==> src/sv/hkst_pkg.sv <==
// Shared types, constants and the key table for the HID key to serial keyboard transmitter.
// No dependencies; used by every module of the block.
package hkst_pkg;

   localparam int CODE_BITS = 8;
   localparam int BIT_W     = $clog2(CODE_BITS);

   // HID usage codes
   localparam logic [7:0] USAGE_FIRST  = 8'h04;
   localparam logic [7:0] USAGE_LAST   = 8'h38;
   localparam logic [7:0] USAGE_DIGIT6 = 8'h23;
   localparam logic [7:0] USAGE_DIGIT7 = 8'h24;
   localparam logic [7:0] USAGE_DIGIT8 = 8'h25;
   localparam logic [7:0] USAGE_DIGIT9 = 8'h26;
   localparam logic [7:0] USAGE_DIGIT0 = 8'h27;
   localparam logic [7:0] USAGE_CAPS   = 8'h39;
   localparam logic [7:0] USAGE_DEL    = 8'h4C;
   localparam logic [7:0] USAGE_END    = 8'h4D;
   localparam logic [7:0] USAGE_RIGHT  = 8'h4F;
   localparam logic [7:0] USAGE_LEFT   = 8'h50;
   localparam logic [7:0] USAGE_DOWN   = 8'h51;
   localparam logic [7:0] USAGE_UP     = 8'h52;

   // modifier masks
   localparam logic [7:0] MOD_CTRL  = 8'h11;
   localparam logic [7:0] MOD_SHIFT = 8'h22;

   // terminal codes
   localparam logic [CODE_BITS-1:0] NO_CODE    = 8'h03;
   localparam logic [CODE_BITS-1:0] CODE_DEL   = 8'h3f;
   localparam logic [CODE_BITS-1:0] CODE_RIGHT = 8'h0d;
   localparam logic [CODE_BITS-1:0] CODE_LEFT  = 8'h0c;
   localparam logic [CODE_BITS-1:0] CODE_DOWN  = 8'h0f;
   localparam logic [CODE_BITS-1:0] CODE_UP    = 8'h0e;
   localparam logic [CODE_BITS-1:0] CODE_END   = 8'h02;
   localparam logic [CODE_BITS-1:0] CODE_CAPS  = 8'h07;
   localparam logic [CODE_BITS-1:0] CODE_SH6   = 8'h10;
   localparam logic [CODE_BITS-1:0] CODE_SH7   = 8'h16;
   localparam logic [CODE_BITS-1:0] CODE_SH8   = 8'h17;
   localparam logic [CODE_BITS-1:0] CODE_SH9   = 8'h18;
   localparam logic [CODE_BITS-1:0] CODE_SH0   = 8'h19;
   localparam logic [CODE_BITS-1:0] FLAG_UNSHIFTED = 8'h80;
   localparam logic [CODE_BITS-1:0] FLAG_CTRL      = 8'h40;

   localparam int TABLE_DEPTH = 53;
   localparam int TABLE_IDX_W = $clog2(TABLE_DEPTH);

   localparam logic [CODE_BITS-1:0] KEY_TABLE [TABLE_DEPTH] = '{
      8'h21, 8'h22, 8'h23, 8'h24, 8'h25, 8'h26, 8'h27, 8'h28, 8'h29, 8'h2a, 8'h2b, 8'h2c,
      8'h2d, 8'h2e, 8'h2f, 8'h30, 8'h31, 8'h32, 8'h33, 8'h34, 8'h35, 8'h36, 8'h37, 8'h38,
      8'h39, 8'h3a,
      8'h11, 8'h12, 8'h13, 8'h14, 8'h15, 8'h16, 8'h17, 8'h18, 8'h19, 8'h10,
      8'h05, 8'h0b, 8'h00, 8'h01, 8'h08, 8'h3e, 8'h1d,
      8'h3b, 8'h3d, 8'h3c, 8'h03, 8'h1b, 8'h1a,
      8'h20, 8'h1c, 8'h1e, 8'h1f
   };

   typedef enum logic [2:0] {
      ST_STARTED  = 3'd0,
      ST_KEY_UP   = 3'd1,
      ST_UNMAPPED = 3'd2,
      ST_CTRL_DEL = 3'd3,
      ST_DROPPED  = 3'd4,
      ST_SAMPLE   = 3'd5
   } status_type;

   // one step of the transmitter
   typedef struct packed {
      logic                 step;    // an item is applied this cycle
      logic                 sample;  // item is a clock pin sample
      logic                 level;   // sampled clock level
      logic                 load;    // start sending code
      logic [CODE_BITS-1:0] code;
   } tx_ctrl_type;

   typedef struct packed {
      logic busy;       // before this item
      logic line_next;  // data line after this item
      logic busy_next;  // busy after this item
   } tx_stat_type;

endpackage

==> src/sv/hkst_key_map.sv <==
// HID usage plus modifier byte to terminal code mapping, pure logic.
// Depends on hkst_pkg for the key table and code constants.
module hkst_key_map
   import hkst_pkg::*;
(
   input  logic [7:0]           key_code,
   input  logic [7:0]           modifiers,
   output logic [CODE_BITS-1:0] code,
   output logic                 mapped
);

   logic [CODE_BITS-1:0]   base;
   logic [CODE_BITS-1:0]   shifted;
   logic [7:0]             offset;
   logic [TABLE_IDX_W-1:0] idx;
   logic                   shift_held;
   logic                   ctrl_held;

   assign offset     = key_code - USAGE_FIRST;
   assign idx        = offset[TABLE_IDX_W-1:0];
   assign shift_held = |(modifiers & MOD_SHIFT);
   assign ctrl_held  = |(modifiers & MOD_CTRL);

   always_comb begin
      if (key_code >= USAGE_FIRST && key_code <= USAGE_LAST) begin
         base = KEY_TABLE[idx];
      end else begin
         unique case (key_code)
            USAGE_DEL:   base = CODE_DEL;
            USAGE_RIGHT: base = CODE_RIGHT;
            USAGE_LEFT:  base = CODE_LEFT;
            USAGE_DOWN:  base = CODE_DOWN;
            USAGE_UP:    base = CODE_UP;
            USAGE_END:   base = CODE_END;
            USAGE_CAPS:  base = CODE_CAPS;
            default:     base = NO_CODE;
         endcase
      end
   end

   // table entry equal to the no-code marker counts as unmappable too
   assign mapped = (base != NO_CODE);

   always_comb begin
      if (!shift_held) begin
         shifted = base | FLAG_UNSHIFTED;
      end else begin
         unique case (key_code)
            USAGE_DIGIT6: shifted = CODE_SH6;
            USAGE_DIGIT7: shifted = CODE_SH7;
            USAGE_DIGIT8: shifted = CODE_SH8;
            USAGE_DIGIT9: shifted = CODE_SH9;
            USAGE_DIGIT0: shifted = CODE_SH0;
            default:      shifted = base;
         endcase
      end
      code = ctrl_held ? (shifted | FLAG_CTRL) : shifted;
   end

endmodule

==> src/sv/hkst_tx.sv <==
// Serial transmitter: shift register, bit counter and clock phase tracking.
// Depends on hkst_pkg for the control and status structs.
module hkst_tx
   import hkst_pkg::*;
(
   input  logic        clock,
   input  logic        reset,
   input  tx_ctrl_type ctrl,
   output tx_stat_type stat
);

   typedef enum logic [1:0] {
      PH_IDLE      = 2'd0,
      PH_WAIT_LOW  = 2'd1,
      PH_WAIT_HIGH = 2'd2,
      PH_FINAL     = 2'd3
   } phase_type;

   phase_type            phase_ff, phase_in;
   logic [BIT_W-1:0]     bit_pos_ff, bit_pos_in;
   logic [CODE_BITS-1:0] shift_ff, shift_in;
   logic                 line_ff, line_in;

   always_comb begin
      phase_in   = phase_ff;
      bit_pos_in = bit_pos_ff;
      shift_in   = shift_ff;
      line_in    = line_ff;
      if (ctrl.step && ctrl.sample) begin
         unique case (phase_ff)
            PH_WAIT_LOW: begin
               if (!ctrl.level) begin
                  line_in  = ~shift_ff[bit_pos_ff];
                  phase_in = PH_WAIT_HIGH;
               end
            end
            PH_WAIT_HIGH: begin
               if (ctrl.level) begin
                  phase_in   = (bit_pos_ff == BIT_W'(CODE_BITS - 1)) ? PH_FINAL
                                                                     : PH_WAIT_LOW;
                  bit_pos_in = bit_pos_ff + 1'b1;
               end
            end
            PH_FINAL: begin
               if (!ctrl.level) begin
                  line_in  = 1'b0;
                  phase_in = PH_IDLE;
               end
            end
            PH_IDLE: ;
         endcase
      end else if (ctrl.step && ctrl.load) begin
         shift_in   = ctrl.code;
         bit_pos_in = '0;
         line_in    = 1'b1;
         phase_in   = PH_WAIT_LOW;
      end
   end

   always_ff @(posedge clock) begin
      if (reset) begin
         phase_ff   <= PH_IDLE;
         bit_pos_ff <= '0;
         shift_ff   <= '0;
         line_ff    <= 1'b0;
      end else begin
         phase_ff   <= phase_in;
         bit_pos_ff <= bit_pos_in;
         shift_ff   <= shift_in;
         line_ff    <= line_in;
      end
   end

   assign stat.busy      = (phase_ff != PH_IDLE);
   assign stat.line_next = line_in;
   assign stat.busy_next = (phase_in != PH_IDLE);

endmodule

==> src/sv/hid_key_to_serial_keyboard_tx_core.sv <==
// Top level of the HID key to serial keyboard transmitter.
// Depends on hkst_pkg, hkst_key_map and hkst_tx.
//
// Use:
//   req channel carries one item per transfer: either a sample of the host
//   clock pin (req_tuser = 0) or a HID key event (req_tuser = 1). Clock
//   samples are expected every cycle; the pin level is tracked and the data
//   line is shifted one code bit per low clock phase, inverted, LSB first.
//   rsp channel returns exactly one result per request: data line level and
//   busy flag after the item, the code started (else 0) and a status code.
// Latency and throughput:
//   one transfer per cycle while rsp_tready allows; the result is registered and
//   offered on rsp in the cycle after the request transfer. Mapping and the
//   transmitter update are a single logic pass from request to result register.
// Stall:
//   req_tready follows the result register: while an unclaimed result sits
//   there and rsp_tready is low, no request is taken. Otherwise a new
//   request is taken in the same cycle the previous result leaves.
// Reset:
//   synchronous, active high; transmitter idle, line low, no result pending.
//   Key-downs that arrive while a code is being sent are dropped (status 4).
module hid_key_to_serial_keyboard_tx_core
   import hkst_pkg::*;
(
   input  logic        clock,
   input  logic        reset,
   input  logic        req_tvalid,
   output logic        req_tready,
   // [0] clock_level, [8:1] key_code, [9] key_down, [17:10] modifiers, [23:18] zero
   input  logic [23:0] req_tdata,
   // [0] kind
   input  logic        req_tuser,
   output logic        rsp_tvalid,
   input  logic        rsp_tready,
   // [0] data_level, [1] busy_res, [9:2] code_sent, [12:10] event_status, [15:13] zero
   output logic [15:0] rsp_tdata
);

   logic                 req_accept;
   logic                 kind;
   logic                 clock_level;
   logic [7:0]           key_code;
   logic                 key_down;
   logic [7:0]           modifiers;

   logic [CODE_BITS-1:0] map_code;
   logic                 map_ok;
   logic                 ctrl_held;

   tx_ctrl_type          tx_ctrl;
   tx_stat_type          tx_stat;
   status_type           status;

   logic                 rsp_valid_ff, rsp_valid_in;
   logic                 data_level_ff;
   logic                 busy_res_ff;
   logic [CODE_BITS-1:0] code_sent_ff;
   status_type           status_ff;

   // unpack request
   assign kind        = req_tuser;
   assign clock_level = req_tdata[0];
   assign key_code    = req_tdata[8:1];
   assign key_down    = req_tdata[9];
   assign modifiers   = req_tdata[17:10];
   assign ctrl_held   = |(modifiers & MOD_CTRL);

   // free when the result register is empty or being emptied
   assign req_tready = !rsp_valid_ff || rsp_tready;
   assign req_accept = req_tvalid && req_tready;

   hkst_key_map u_key_map (
      .key_code  (key_code),
      .modifiers (modifiers),
      .code      (map_code),
      .mapped    (map_ok)
   );

   // key checks in order: key-up, ctrl+delete, unmappable, busy
   always_comb begin
      priority if (!kind) begin
         status = ST_SAMPLE;
      end else if (!key_down) begin
         status = ST_KEY_UP;
      end else if (ctrl_held && key_code == USAGE_DEL) begin
         status = ST_CTRL_DEL;
      end else if (!map_ok) begin
         status = ST_UNMAPPED;
      end else if (tx_stat.busy) begin
         status = ST_DROPPED;
      end else begin
         status = ST_STARTED;
      end
   end

   assign tx_ctrl.step   = req_accept;
   assign tx_ctrl.sample = !kind;
   assign tx_ctrl.level  = clock_level;
   assign tx_ctrl.load   = (status == ST_STARTED);
   assign tx_ctrl.code   = map_code;

   hkst_tx u_tx (
      .clock (clock),
      .reset (reset),
      .ctrl  (tx_ctrl),
      .stat  (tx_stat)
   );

   assign rsp_valid_in = req_accept || (rsp_valid_ff && !rsp_tready);

   always_ff @(posedge clock) begin
      if (reset) begin
         rsp_valid_ff <= 1'b0;
      end else begin
         rsp_valid_ff <= rsp_valid_in;
      end
   end

   // result payload, loaded on each request transfer
   always_ff @(posedge clock) begin
      if (req_accept) begin
         data_level_ff <= tx_stat.line_next;
         busy_res_ff   <= tx_stat.busy_next;
         code_sent_ff  <= (status == ST_STARTED) ? map_code : '0;
         status_ff     <= status;
      end
   end

   assign rsp_tvalid = rsp_valid_ff;
   assign rsp_tdata  = {3'b000, status_ff, code_sent_ff, busy_res_ff, data_level_ff};

   // a started send leaves the line high and the transmitter busy
   a_started_busy : assert property (@(posedge clock) disable iff (reset)
      (rsp_valid_ff && status_ff == ST_STARTED) |-> (busy_res_ff && data_level_ff))
      else $error("started send not reported busy with line high");

   // only a started send reports a code
   a_code_only_started : assert property (@(posedge clock) disable iff (reset)
      (rsp_valid_ff && status_ff != ST_STARTED) |-> (code_sent_ff == '0))
      else $error("code reported for an event that started nothing");

   // a drop implies a send was in progress and still is
   a_drop_busy : assert property (@(posedge clock) disable iff (reset)
      (rsp_valid_ff && status_ff == ST_DROPPED) |-> busy_res_ff)
      else $error("event dropped while transmitter idle");

   // a pending unclaimed result blocks the next request
   a_no_overwrite : assert property (@(posedge clock) disable iff (reset)
      (rsp_valid_ff && !rsp_tready) |-> !req_accept)
      else $error("request taken over a pending result");

endmodule

==> config.mk <==
export PLATFORM = sky130hd
export DESIGN_NAME = hid_key_to_serial_keyboard_tx_core
export DESIGN_NICKNAME = d
export VERILOG_FILES = /design/src/sv/hkst_pkg.sv /design/src/sv/hkst_key_map.sv /design/src/sv/hkst_tx.sv /design/src/sv/hid_key_to_serial_keyboard_tx_core.sv
export SDC_FILE = /design/constraint.sdc
export NUM_CORES = 1
export LEC_CHECK = 0
export BUFFER_PORTS_ARGS = -buffer_cell sky130_fd_sc_hd__buf_2
export CORE_MARGIN = 4
export CORE_UTILIZATION = 57
export CTS_BUF_LIST = sky130_fd_sc_hd__clkbuf_2
export DETAILED_ROUTE_END_ITERATION = 16
export PLACE_DENSITY = 0.83
export SETUP_SLACK_MARGIN = 0.2
export SLEW_MARGIN = 20
export SYNTH_ARGS = -nofsm -noshare
export SYNTH_HDL_FRONTEND = slang
export SYNTH_SLANG_ARGS = --single-unit
export TNS_END_PERCENT = 10
==> constraint.sdc <==
create_clock -name clock -period 2.9 [get_ports clock]
set_clock_uncertainty 0.2 [all_clocks]
set_input_delay 0.145 -clock clock [delete_from_list [all_inputs] [get_ports clock]]
set_output_delay 0.145 -clock clock [all_outputs]
set_load 0.05 [all_outputs]
==> results.toml <==
[grt]
track_usage_pct = 22.5
grt_first_pass_wirelength_um = 9390
first_global_vias = 2042
antenna_found_initial = 0
grt_remaining_overflow = 0
pin_count_of_the_biggest_net_entering_global_routing = 23

[die]
io_pins = 47
die-width_um = 70.9
core_mm2 = 0.00374
chipHeight_um = 70.9
initial_core_util_pct = 60.2
fp-row-count = 22
design.die.area_mm2 = 0.00502

[worst_setup_path]
worstPathMaxFanout = 10
worst_path_largest_cell_delay_ns = 0.35
timing.critical_path.from_type = "primary input"
end_kind = "flip-flop"
worst-setup-path-type = "primary input to flip-flop"
required_worst_endpoint_ns = 2.86
worst_ep_arrival_time_ns = 2.44
timing.critical_path.cells = "buf_2, inv_1, ha_1, buf_4, inv_1, nand3_1, nand3_1, a311oi_1, buf_4, nor4b_4, nand4_2, and2b_1, nand4_4, nor2_1"
timing.critical_path.slowest_stage_cell = "ha_1"

[place]
sum_of_net_half_perimeters_after_detailed_placement_um = 4060
place.gp.congestion = 0.912
port_buffer_count = 33
placed_area_mm2 = 0.00251

[yosys]
syn_area_mm2 = 0.00225
synth-edff-count = 13
post-synth-top-count-cell = "nor2_1"
synth_top_flop_cell = "dfxtp_1"
ys.warnings.count = 0
synth.ff_latch_count = 28
synthDominantAreaCellType = "edfxtp_1"
synthTopCellsByArea = "edfxtp_1 (17%), dfxtp_1 (13%), ha_1 (8.3%)"
area_share_of_the_largest_cell_type_after_synthesis_pct = 17.3
synth_cell_type_count = 67
synth_common_cells = "nor2_1 (30), nand2_1 (21), a21oi_1 (19), dfxtp_1 (15), ha_1 (15)"
avgSynthCellArea_um2 = 8.70
synthesis.instances = 259
share_of_flip_flops_with_an_asynchronous_set_or_reset_pct = 0
seq_area_frac_synth_pct = 30.7

[clock_tree]
cts_hold_repair.buffers = 10
cts_made_buffers = 3
cts_htree_levels = 1
clock_tree_from_tritoncts = "yes"
clock-root-buffer = "clkbuf_2"
clk-insertion-delay-late_ns = 0.37
cts_sinks = 28
cts_max_path_buffers = 2
post_cts.repair.setup_buffers = 0
cts.reportedPaths.clkPinSlew_ns = 0.27
ctsResizeCount = 0

[detailed_routing]
dr.first_iter.drc_count = 299
vias = 2187
postRouteWirelength_um = 5590
drtAntennaViolNets = 0
routedWlPerCell_um = 15.7
detail_route.vias_per_cell = 6.14
drtPass1Iterations = 5
drcViolationCount = 0

[timing]
setup_viol = 0
worst_pin_slew_ns = 0.551
slew_headroom_pct = 63.2
final-max-slew-violation-count = 0
layout_worst_path_cycle_share_pct = 85.6
max_clock_freq_mhz = 403
grt_setup_unrepaired = "false"
setup_total_negative_slack_ns = 0
timing_hold_violations_final = 0
period_needed_ns = 2.48

[layout]
insertedDiodeCount = 0
register_area_um2 = 691
final_util_pct = 70.8
final_std_cell_area_no_fill_mm2 = 0.00265
fraction_of_layout_instances_using_a_drive_strength_above_1_pct = 23.7
design.final.nets = 353
num-fill-cells = 303
multiInputGateArea_mm2 = 0.00141
layout-area-overhead-vs-synth_pct = 17.7

[worst_hold_path]
min_path_type = "primary input to flip-flop"

[pwr]
power_density_mw_per_mm2 = 379
worst_ir_drop_vdd_uv = 213
leakage_uw = 0.00109

[run_status]
outcome = "complete, no violations"

[job]
cap_violations = 0
## registers in the layout (all words and copies together) (netlist names)
name	cells
u_tx.shift_ff	8
busy_res_ff	1
code_sent_ff	8
u_tx.phase_ff	2
status_ff	3
u_tx.line_ff	1
u_tx.bit_pos_ff	3
data_level_ff	1
rsp_tvalid	1
## placed cells by master (no fill, tap or decap), types with 3 or more instances in the layout
master	netlist	final
dlygate4sd3_1	0	10
nor3b_1	3	3
buf_4	6	17
mux4_2	3	3
nor2_1	30	30
or2_2	3	3
buf_2	4	33
a311oi_1	3	3
clkbuf_2	0	3
nand2b_1	6	6
ha_1	15	15
conb_1	1	3
o21ai_0	11	11
o21ai_1	3	3
nand3_1	8	8
dfxtp_1	15	15
edfxtp_1	13	13
nor2b_1	7	7
inv_1	13	13
nor3_1	7	7
nor4b_1	3	3
a211oi_2	3	3
nand2_1	21	21
a21oi_1	19	19
## stage by stage
stage	hold WS, ns	worst slack [ns]	cells	power [µW]
global placement	0.192	0.0977	342	748
finish	0.221	0.419	356	1010
floorplan	0.0745	0.296	261	675
detailed placement	0.205	0.0617	342	758
global route	0.238	0.283	356	1050
CTS	0.211	0.436	356	1000
## worst max-delay path: cells and delay by family
kind | cells | cell delay, ns
buffers and inverters | 5 | 0.68
AND/OR/NAND/NOR | 7 | 1.16
AO/OA/AOI/OAI | 1 | 0.09
adder cells (fa/ha/maj) | 1 | 0.35
## per-layer routing
| layer | vias up | global-route usage (%) | wire length (µm) |
|---|---|---|---|
| met3 | 28 | 2.98 | 399 |
| li1 | 1046 | - | - |
| met2 | 113 | 37.9 | 2640 |
| met5 | - | 0 | 0 |
| met1 | 1000 | 29.8 | 2360 |
| met4 | 0 | 7.52 | 183 |
## report_power, final
group / switching, µW / internal [µW] / leakage (µW)
Combinational: 210 / 116 / 0.000809
Sequential: 6.35 / 435 / 0.000250
Clock: 120 / 119 / 0.0000266
## cells by family (layout without fill, tap and decap cells)
| kind of cell | count (synthesis) | after routing | synth area share [%] |
|---|---|---|---|
| buffers and inverters | 31 | 78 | 7.06 |
| other | 1 | 3 | 0.167 |
| AOI/OAI and AO/OA | 68 | 68 | 20.9 |
| adders and majority gates | 15 | 15 | 8.33 |
| DFF | 28 | 28 | 30.7 |
| xor gates and xnor gates | 3 | 3 | 1.50 |
| and+or+nand+nor | 109 | 109 | 27.9 |
| muxes | 4 | 4 | 3.44 |
## cell type report
| cell class | instances | area share [%] |
|---|---|---|
| inverters | 14 | 1.98 |
| repair buffers | 60 | 14.8 |
| clock inverters | 1 | 1.13 |
| well taps | 48 | 2.27 |
| flip-flops and latches | 28 | 26.1 |
| multi-input cells | 202 | 53.2 |
| clock buffers | 3 | 0.566 |
## worst paths after layout
path / startpoint / end / slack [ns] / cells after the start
setup / recovery: req_tdata[4] / code_sent_ff[0]$_SDFFCE_PP0P_ / 0.42 / 14
hold / removal: rsp_tready / u_tx.bit_pos_ff[0]$_SDFFE_PP0P_ / 0.22 / 6
setup reg to reg: rsp_tvalid$_SDFF_PP0_ / u_tx.line_ff$_SDFF_PP0_ / 0.71 / 8
hold reg to reg: u_tx.shift_ff[5]$_SDFFE_PP0P_ / u_tx.shift_ff[5]$_SDFFE_PP0P_ / 0.29 / 2
No activity file was read; power rests on OpenSTA's default activity.
